<file path="config.mk">
export PLATFORM = sky130hd
export DESIGN_NAME = twbc_ctrl
export DESIGN_NICKNAME = d
export VERILOG_FILES = /design/src/hw/rtl/twbc_pkg.sv /design/src/hw/rtl/twbc_ctrl.sv
export SDC_FILE = /design/constraint.sdc
export NUM_CORES = 1
export LEC_CHECK = 0
export CORE_AREA = 3 3 40 42
export DETAILED_ROUTE_END_ITERATION = 7
export DIE_AREA = 0 0 43 45
export DONT_BUFFER_PORTS = 1
export PLACE_DENSITY_LB_ADDON = 0.25
export RECOVER_POWER = 25
export SLEW_MARGIN = 40
export SYNTH_ARGS = -nofsm -noshare
export SYNTH_HDL_FRONTEND = slang
export SYNTH_SLANG_ARGS = --single-unit
</file>
<file path="constraint.sdc">
create_clock -name i_clk -period 1.91 [get_ports i_clk]
set_clock_uncertainty 0.05 [all_clocks]
set_input_delay 0.191 -clock i_clk [delete_from_list [all_inputs] [get_ports i_clk]]
set_output_delay 0.191 -clock i_clk [all_outputs]
set_load 0.005 [all_outputs]
</file>
<file path="src/hw/rtl/twbc_pkg.sv">
`default_nettype none

package twbc_pkg;

    localparam int ADDR_W = 16;
    localparam int DEF_CACHE_BYTES = 4096;
    localparam int DEF_LINE_BYTES = 64;
    localparam int DEF_MEM_BYTES = 65536;

    // byte steps of one access, and the largest byte count
    localparam int ACC_STEPS = 4;
    localparam logic [2:0] MAX_COUNT = 3'd4;

    typedef struct packed {
        logic        opcode;
        logic [15:0] address;
        logic [2:0]  byte_count;
        logic [31:0] write_data;
    } t_in;

    typedef struct packed {
        logic [31:0] read_data;
        logic        was_hit;
        logic        wrote_back;
        logic        crosses_line;
        logic [63:0] hit_total;
        logic [63:0] access_total;
    } t_out;

    // controller to datapath
    typedef struct packed {
        logic load;
        logic resolve;
        logic clear;
        logic wb;
        logic fill;
        logic access;
        logic finish;
        logic step_rst;
    } t_cmd;

    // datapath to controller
    typedef struct packed {
        logic hit;
        logic need_wb;
        logic step_end;
    } t_stat;

endpackage

`default_nettype wire

</file>
<file path="src/hw/rtl/twbc_ctrl.sv">
`default_nettype none

module twbc_ctrl (
    input  wire logic           i_clk,
    input  wire logic           i_rst_n,
    input  wire logic           i_in_valid,
    input  wire logic           i_out_stall,
    input  wire twbc_pkg::t_stat i_stat,
    output twbc_pkg::t_cmd      o_cmd,
    output logic                o_in_stall,
    output logic                o_out_valid
);
    import twbc_pkg::*;

    localparam logic [2:0] ST_CLEAR = 3'd0;
    localparam logic [2:0] ST_IDLE  = 3'd1;
    localparam logic [2:0] ST_LOOK  = 3'd2;
    localparam logic [2:0] ST_WB    = 3'd3;
    localparam logic [2:0] ST_FILL  = 3'd4;
    localparam logic [2:0] ST_ACC   = 3'd5;
    localparam logic [2:0] ST_DONE  = 3'd6;

    logic [2:0] r_state, n_state;
    logic       r_out_valid, n_out_valid;

    always_comb begin
        n_state = r_state;
        o_cmd = '0;
        case (r_state)
            ST_CLEAR: begin
                o_cmd.clear = 1'b1;
                if (i_stat.step_end) begin
                    o_cmd.step_rst = 1'b1;
                    n_state = ST_IDLE;
                end
            end
            ST_IDLE: begin
                if (i_in_valid) begin
                    o_cmd.load = 1'b1;
                    n_state = ST_LOOK;
                end
            end
            ST_LOOK: begin
                o_cmd.resolve = 1'b1;
                if (i_stat.hit) n_state = ST_ACC;
                else if (i_stat.need_wb) n_state = ST_WB;
                else n_state = ST_FILL;
            end
            ST_WB: begin
                o_cmd.wb = 1'b1;
                if (i_stat.step_end) begin
                    o_cmd.step_rst = 1'b1;
                    n_state = ST_FILL;
                end
            end
            ST_FILL: begin
                o_cmd.fill = 1'b1;
                if (i_stat.step_end) begin
                    o_cmd.step_rst = 1'b1;
                    n_state = ST_ACC;
                end
            end
            ST_ACC: begin
                o_cmd.access = 1'b1;
                if (i_stat.step_end) begin
                    o_cmd.step_rst = 1'b1;
                    n_state = ST_DONE;
                end
            end
            ST_DONE: begin
                if (!r_out_valid || !i_out_stall) begin
                    o_cmd.finish = 1'b1;
                    n_state = ST_IDLE;
                end
            end
            default: begin
                n_state = ST_IDLE;
            end
        endcase
        n_out_valid = o_cmd.finish | (r_out_valid & i_out_stall);
    end

    always_ff @(posedge i_clk) begin
        if (!i_rst_n) begin
            r_state <= ST_CLEAR;
            r_out_valid <= 1'b0;
        end else begin
            r_state <= n_state;
            r_out_valid <= n_out_valid;
        end
    end

    assign o_in_stall = (r_state != ST_IDLE);
    assign o_out_valid = r_out_valid;

endmodule

`default_nettype wire

</file>
Word-level counts from Yosys, hierarchy flattened. Cells that the tools add are included.

Reduce and logical (&&, ||, !) cells: 6. Eq/ne operators: 13. Multiplexer cells: 20. Bitwise gates (word level): 2.

Operators with widths (count): two-way mux 3 bit (8); case mux 3 bit (7 select lines) (1); != test 2 bit (second input constant) (6); two-way mux 1 bit (11); == test 3 bit (second input constant) (3); == test 3 x 2 -> 1 bit (second input constant) (2); AND reduction 6 bit (1); OR reduction 4 bit (1); == test 3 x 1 -> 1 bit (second input constant) (1); logical NOT 3 bit (1); != test 3 x 1 -> 1 bit (second input constant) (1); logical NOT 1 bit (2); bitwise AND 1 bit (1); logical OR 1 bit (1); bitwise OR 1 bit (1).

Output and inout port bits: 10. Register bits after elaboration: 4.

Logic depth before layout (Yosys ltp). Gate-level depths: netlist of run 1.

Word-level depth: 5. Gate-level depth with buffers: 5. Mapped depth without buffers: 4.

Worst setup path after synthesis of run 1. OpenSTA, ideal clock, no wires.

Kind: reg-to-reg. From: register r_state[2]. To: register r_state[0]. Library setup time: 0.119 ns. Buffers on the path: 0. Period minus slack after synthesis: 1.351 ns. Arrival: 1.183 ns. Stages on the path, launching flop included: 5. Setup slack: 0.559 ns. Cells stage by stage: dfxtp_1 and2b_2 xnor2_1 a221o_1 o221a_1.

Longest elaborated chain between the ends: 3. Elaborated cells on any way between the ends: 15. Classes of those cells: eq/ne: 12; mux: 1; reduce/logical: 2.

RTL lines: start, declared (RTL line twbc_ctrl.sv:23) `logic [2:0] r_state, n_state;`; start signal, assigned (RTL line twbc_ctrl.sv:88) `r_state <= n_state;`; == test 3 bit (tied with other cells) (RTL line twbc_ctrl.sv:29) `case (r_state)`; != test 2 bit (no line); AND reduction 6 bit (no line).

Several ways; a longest one is shown, not always the timed one. A chain may end at the register's enable or synchronous reset.

Worst setup path in the final report of run 1.
From: register r_state[1]. To: register r_state[0].

The elaborated chain is that of the path after synthesis.

==> results.rst, run 1 <==
.. list-table::
   :header-rows: 1

   * - Metric
     - Value
   * - Status
     - completed
   * - Clock latency reported for the late side of the worst-skew pair
     - 0.23 ns
   * - Most frequently used flop master after synthesis
     - sky130_fd_sc_hd__dfxtp_1
   * - Final min period
     - 1.551 ns
   * - Portion of the post-synthesis area used by sequential elements
     - 23.79%
   * - Cell count of the worst reg-to-reg path
     - 3
   * - Most common cell in the synthesized netlist
     - sky130_fd_sc_hd__a21oi_1
   * - EDFF count, synth
     - 0
   * - Vias/cell
     - 5.000
   * - Std-Cell Rows
     - 13
   * - Fraction of synthesized cell area taken by the top area cell type
     - 23.79%
   * - Startpoint Class
     - flop
   * - Synth Instances
     - 46
   * - CTS clock-pin slew for the worst setup and hold paths
     - 0.04 ns
   * - Slew of the pin with the lowest slew margin
     - 0.5055 ns
   * - Filler Cells Inserted
     - 146
   * - Overall power after layout
     - 0.0004779 W
   * - Power density over the cells
     - 1286 nW/um^2
   * - Hold WC Path Type
     - in -> reg
   * - Core region area
     - 1285 sq um
   * - Y dimension of the die
     - 45 um
   * - Number of distinct library cell variants in the gate-level netlist after synthesis
     - 24
   * - Initial core utilization
     - 26.19%
   * - Drt total wl
     - 748 um
   * - Io pins
     - 17
   * - Top Metal Used
     - met3
   * - Largest incremental delay on the critical path
     - 0.63 ns
   * - Area overhead of the layout relative to synthesis
     - 10.41%
   * - Total congestion overflow
     - 0
   * - Number of global-route vias before repair
     - 280
   * - Setup repair after global routing missed its margin
     - false
   * - Share of post-route cells with drive strength above 1
     - 14.89%
   * - Clock Path Buffers
     - 2
   * - Number of maximum-capacitance constraint violations
     - 0
   * - DRC errors left
     - 0
   * - Critical Path RT
     - 1.98 ns
   * - # port buffers
     - 0
   * - FMAX
     - 0.6449 GHz
   * - Avg WL per Cell
     - 12.06 um
   * - Maximum level of the CTS H-tree
     - 1
   * - Area of the die
     - 1935 sq um
   * - Hold Violations, Final
     - 0
   * - Synth area leaders
     - sky130_fd_sc_hd__dfxtp_1, sky130_fd_sc_hd__a21oi_1, sky130_fd_sc_hd__nand2_1, sky130_fd_sc_hd__nand3b_1, sky130_fd_sc_hd__nor3b_1
   * - Detailed Route Iter0 Violations
     - 5
   * - Post-synthesis cell type with the largest combined area
     - sky130_fd_sc_hd__dfxtp_1
   * - # diodes
     - 0
   * - Inserted Clock Buffers
     - 3
   * - # setup viols final
     - 0
   * - Overall global routing resource usage
     - 7.897%
   * - Setup fix buffers added after clock tree synthesis
     - 0
   * - Number of resized instances in the post-cts repair step
     - 0
   * - Critical path peak fanout
     - 17
   * - Final standard cell utilization of the core
     - 28.92%
   * - Number of antenna violations at the first check in global routing
     - 0
   * - Worst path cell trace
     - xnor2_1 -> a221o_1 -> o221a_1
   * - Max Transition Viols Final
     - 0
   * - GP Congestion
     - 0.6569
   * - Number of routed nets with antenna violations
     - 0
   * - Sum of met2 wire segment lengths after detailed routing
     - 310 um
   * - Portion of the clock cycle consumed by the worst path in the final layout
     - 81.18%
   * - Clock root buffer
     - sky130_fd_sc_hd__clkbuf_4
   * - Worst EP arrival
     - 1.62 ns
   * - Peak ir drop on the vdd network
     - 0.3334 mV
   * - Number of flip-flops and latches in the synthesized netlist
     - 4
   * - Dpl hpwl
     - 564.3 um
   * - TritonCTS clock tree
     - built
   * - Most common library cells after synthesis
     - sky130_fd_sc_hd__a21oi_1, sky130_fd_sc_hd__dfxtp_1, sky130_fd_sc_hd__nand2_1
   * - Hold buffer count at CTS
     - 0
   * - Total nets after synthesis
     - 53
   * - Async SR Flop Fraction
     - 0%
   * - Detailed-route wire length on metal 1
     - 351 um
   * - Type of element capturing the critical path
     - flop
   * - Post-layout nets
     - 56
   * - Total negative slack for setup checks
     - 0 ns
   * - Warning count from the yosys run
     - 0
   * - CTS sink count
     - 4
   * - Length of routed met3 wiring
     - 85 um
   * - Static Leakage
     - 0.1500 nW
   * - Via count
     - 310
   * - Largest net degree at the start of global routing
     - 18
   * - Setup Crit Path Kind
     - reg -> reg
   * - Average size of a mapped cell
     - 7.317 sq um
   * - Rel. slew slack
     - 66.25%
   * - First-pass DRT Iterations
     - 2
   * - Slowest CP cell
     - sky130_fd_sc_hd__dfxtp_1
   * - Syn Std Cell Area
     - 336.6 sq um
   * - Overall die width
     - 43 um
   * - Worst hold path depth
     - 1
   * - First-pass GRT wire length
     - 1.159 mm
[metrics by stage]
step / setup slack, ns / instances / hold WS [ns] / cell area, sq um
CTS: 0.3566 / 62 / 0.04319 / 375.4
global route: 0.2257 / 62 / 0.04925 / 371.6
finish: 0.3595 / 62 / 0.04870 / 371.6
detailed placement: 0.3715 / 59 / 0.2909 / 352.8
global placement: 0.4000 / 59 / 0.2837 / 352.8
floorplan: 0.5587 / 46 / 0.2829 / 336.6
[routing by layer]
layer	GRT usage (%)	up-vias
li1	-	162
met1	10.31	133
met2	9.880	15
met3	2.789	0
met4	7.229	0
met5	0	-
[critical path: cells and delay by family, from the launching register on]
family / cells / cell delay, ns
flops: 1 / 0.63
xor+xnor: 1 / 0.19
compound gates: 2 / 0.57
[flip-flops by register name, indices dropped and copies added (netlist names)]
name	count
r_state	3
o_out_valid	1
[path summary, 6_finish.rpt]
check | start | endpoint | slack [ns]
min | i_rst_n | r_state[0]$_SDFFE_PN0P_ | 0.05
max reg2reg | r_state[1]$_SDFFE_PN0P_ | r_state[0]$_SDFFE_PN0P_ | 0.36
min reg2reg | o_out_valid$_SDFF_PN0_ | o_out_valid$_SDFF_PN0_ | 0.51
max | r_state[1]$_SDFFE_PN0P_ | r_state[0]$_SDFFE_PN0P_ | 0.36
[kinds of logic after synthesis]
| logic type | Yosys count | synth area share (%) |
|---|---|---|
| DFF | 4 | 23.79 |
| AOI/OAI and AO/OA | 13 | 26.40 |
| buffers and inverters | 7 | 8.551 |
| xor gates and xnor gates | 1 | 2.603 |
| and+or+nand+nor | 21 | 38.66 |
[cell type report]
type	instances	area (sq um)	share of cell area (%)
multi-input cells	35	227.7	61.28
flip-flops and latches	4	80.08	21.55
inverters	3	11.26	3.030
repair buffers	2	11.26	3.030
clock buffers	3	22.52	6.061
well taps	15	18.77	5.051
[power by group]
| group | switching, W | total, W | leakage (nW) | internal [W] |
|---|---|---|---|---|
| clock | 0.0000333 | 0.000103 | 0.0138 | 0.0000702 |
| sequential | 0.0000432 | 0.000148 | 0.0329 | 0.000105 |
| combinational | 0.000116 | 0.000226 | 0.103 | 0.000110 |
[placed cells by master, fill, tap and decap left out, types with 2 or more instances in the layout]
cell / instances
sky130_fd_sc_hd__nor3b_1: 2
sky130_fd_sc_hd__nand2_1: 4
sky130_fd_sc_hd__inv_1: 3
sky130_fd_sc_hd__and2_1: 2
sky130_fd_sc_hd__a21oi_1: 6
sky130_fd_sc_hd__nor3_1: 2
sky130_fd_sc_hd__dfxtp_1: 4
sky130_fd_sc_hd__o21ai_0: 2
sky130_fd_sc_hd__clkbuf_4: 3
sky130_fd_sc_hd__nand3b_1: 2
sky130_fd_sc_hd__nor2_1: 3
(Power assumes the default switching activity.)
==> run 2: changes to the inputs <==
==> constraint.sdc (replaced) <==
create_clock -name i_clk -period 1.6 [get_ports i_clk]
set_clock_uncertainty 0.05 [all_clocks]
set_input_delay 0.16 -clock i_clk [delete_from_list [all_inputs] [get_ports i_clk]]
set_output_delay 0.16 -clock i_clk [all_outputs]
set_load 0.005 [all_outputs]
==> run 2 against run 1 <==
Routed wire length rose by 6.1%. Register-to-register slack got worse by 0.24 ns. Core utilization rose by 1.5 points. Final cell count rose by 3.2%. Sequential share of layout area fell by 1.0 points. Non-clock buffer count rose by 2. Design area rose by 5.1%. Global-route usage rose by 1.5 points. Sequential power rose by 18%. Worst hold slack got worse by 0.032 ns. Critical endpoint is now o_cmd[0].
==> results.rst, run 2 (same netlist as run 1, synthesis figures left out) <==
.. list-table::
   :header-rows: 1

   * - Metric
     - Value
   * - CTS clock-pin slew for the worst setup and hold paths
     - 0.03 ns
   * - Hold buffer count at CTS
     - 0
   * - Largest net degree at the start of global routing
     - 13
   * - Std-Cell Rows
     - 13
   * - Worst hold slack
     - 0.01649 ns
   * - Hold Violations, Final
     - 0
   * - Number of logic stages on the critical path including buffering
     - 3
   * - Critical Path RT
     - 1.39 ns
   * - Delay-heaviest family, CP
     - simple AND/OR/NAND/NOR gates
   * - Overall die width
     - 43 um
   * - Area of the die
     - 1935 sq um
   * - Placed cells
     - 61
   * - Leading cell type in the layout, fill and taps excluded
     - sky130_fd_sc_hd__a21oi_1
   * - Net load switching power
     - 0.0002360 W
   * - Rel. slew slack
     - 72.17%
   * - Inserted Clock Buffers
     - 3
   * - DRC errors left
     - 0
   * - Clock Path Buffers
     - 2
   * - Overall global routing resource usage
     - 9.409%
   * - Hold WC Path Type
     - in -> reg
   * - Power density over the cells
     - 1540 nW/um^2
   * - CP Capture Point
     - o_cmd[0]
   * - CTS sink count
     - 4
   * - Crit path from
     - r_state[0]$_SDFFE_PN0P_
   * - Status
     - completed
   * - Combinational Power Share
     - 50.7%
   * - Dpl hpwl
     - 632.2 um
   * - Vias/cell
     - 5.156
   * - Worst path cell trace
     - and2b_2 -> xnor2_1 -> and2_1
   * - Area of placed instances
     - 367.9 sq um
   * - Register with the highest flop count
     - r_state
   * - Total area of sequential cells
     - 80.08 sq um
   * - Source of the worst register-to-register timing path
     - r_state[0]$_SDFFE_PN0P_
   * - Setup Crit Path Kind
     - reg -> out
   * - # port buffers
     - 0
   * - FMAX
     - 0.6743 GHz
   * - Number of antenna violations at the first check in global routing
     - 0
   * - Filler Cells Inserted
     - 147
   * - # diodes
     - 0
   * - Area overhead of the layout relative to synthesis
     - 15.98%
   * - Slowest CP cell
     - sky130_fd_sc_hd__dfxtp_1
   * - Total negative slack for setup checks
     - 0 ns
   * - Y dimension of the die
     - 45 um
   * - Design Area, Final
     - 390.4 sq um
   * - Largest incremental delay on the critical path
     - 0.35 ns
   * - Core region area
     - 1285 sq um
   * - Non-filler instance count after layout
     - 64
   * - Internal power summed over all cells
     - 0.0003653 W
   * - Cell count of the worst reg-to-reg path
     - 4
   * - Drt total wl
     - 794 um
   * - Switching fraction of total power
     - 39.25%
   * - Initial core utilization
     - 26.19%
   * - First-pass GRT wire length
     - 1.317 mm
   * - Portion of the clock cycle consumed by the worst path in the final layout
     - 92.69%
   * - Share of post-route cells with drive strength above 1
     - 20.41%
   * - TritonCTS clock tree
     - built
   * - Post-layout nets
     - 58
   * - Sequential fraction of design power
     - 29.0%
   * - Static Leakage
     - 0.1644 nW
   * - Sum of buffers and inverters on the critical path
     - 0
   * - Setup repair after global routing missed its margin
     - true
   * - Clock root buffer
     - sky130_fd_sc_hd__clkbuf_4
   * - Final min period
     - 1.483 ns
   * - Number of routed nets with antenna violations
     - 0
   * - Setup fix buffers added after clock tree synthesis
     - 0
   * - Worst EP arrival
     - 1.27 ns
   * - Endpoint of the worst register-to-register path
     - r_state[0]$_SDFFE_PN0P_
   * - Clock network power share
     - 20.3%
   * - Worst slack, placed
     - 0.1318 ns
   * - Startpoint Class
     - flop
   * - Number of flip-flops in the largest register
     - 3
   * - Avg WL per Cell
     - 12.41 um
   * - Type of element capturing the critical path
     - output port
   * - GP Congestion
     - 0.7286
   * - Slew of the pin with the lowest slew margin
     - 0.4169 ns
   * - Area occupied by multi-input gates
     - 227.7 sq um
   * - Max Transition Viols Final
     - 0
   * - Internal reg-to-reg setup slack
     - 0.12 ns
   * - Commonest cells after routing, fill and taps aside
     - sky130_fd_sc_hd__a21oi_1, sky130_fd_sc_hd__nand2_1, sky130_fd_sc_hd__dfxtp_1, sky130_fd_sc_hd__buf_4
   * - Detailed Route Iter0 Violations
     - 5
   * - Number of global-route vias before repair
     - 320
   * - Critical path peak fanout
     - 7
   * - Peak ir drop on the vdd network
     - 0.3623 mV
   * - First-pass DRT Iterations
     - 4
   * - Slack of the critical path
     - 0.1169 ns
   * - Clock latency reported for the late side of the worst-skew pair
     - 0.23 ns
   * - Via count
     - 330
   * - # setup viols final
     - 0
   * - Number of maximum-capacitance constraint violations
     - 0
   * - Maximum level of the CTS H-tree
     - 1
   * - Io pins
     - 17
   * - Number of resized instances in the post-cts repair step
     - 0
   * - Total congestion overflow
     - 0
## run 2: power by group through the flow
stage / combinational [W] / sequential [W] / clock [W]
floorplan: 0.000269 / 0.000137 / 0
global placement: 0.000306 / 0.000172 / 0
detailed placement: 0.000305 / 0.000175 / 0
CTS: 0.000308 / 0.000174 / 0.000130
global route: 0.000348 / 0.000179 / 0.000136
finish: 0.000305 / 0.000174 / 0.000122
## run 2: area by class of cell
class | instances | share of cell area (%)
inverter | 3 | 2.885
tap | 15 | 4.808
multi-input combinational | 35 | 58.33
sequential | 4 | 20.51
timing repair buffer | 4 | 7.692
clock buffer | 3 | 5.769
## run 2: through the flow
stage                     util, %  total power, W
after detailed placement    28.63       0.0004797
after global placement      28.63       0.0004783
after CTS                   30.38       0.0006119
after floorplan                 -       0.0004061
after global routing        30.38       0.0006631
final                       30.38       0.0006013
## run 2: worst register-to-register path, stage by stage, from the launching register on
cell,delay (ns)
sky130_fd_sc_hd__dfxtp_1,0.35
sky130_fd_sc_hd__and2b_2,0.25
sky130_fd_sc_hd__xnor2_1,0.16
sky130_fd_sc_hd__a221o_1,0.34
sky130_fd_sc_hd__o221a_1,0.21
## run 2: worst min-delay path by stage
stage	startpoint	endpoint	cells past startpoint	slack, ns
6_report	i_rst_n	r_state[0]$_SDFFE_PN0P_	1	0.02
5_1_grt	i_rst_n	r_state[0]$_SDFFE_PN0P_	1	0.008
4_1_cts	i_rst_n	r_state[0]$_SDFFE_PN0P_	1	0.007
3_5_place_dp	i_rst_n	r_state[0]$_SDFFE_PN0P_	1	0.25
3_3_place_gp	i_rst_n	r_state[0]$_SDFFE_PN0P_	1	0.25
2_1_floorplan	i_rst_n	r_state[0]$_SDFFE_PN0P_	1	0.25
## run 2: layer usage
layer / global-route usage [%] / share of wire [%] / vias up
met5: 0 / 0 / -
met4: 7.229 / 0 / 0
met3: 4.382 / 13 / 0
met2: 15.27 / 46 / 18
met1: 9.398 / 41 / 144
li1: - / - / 168
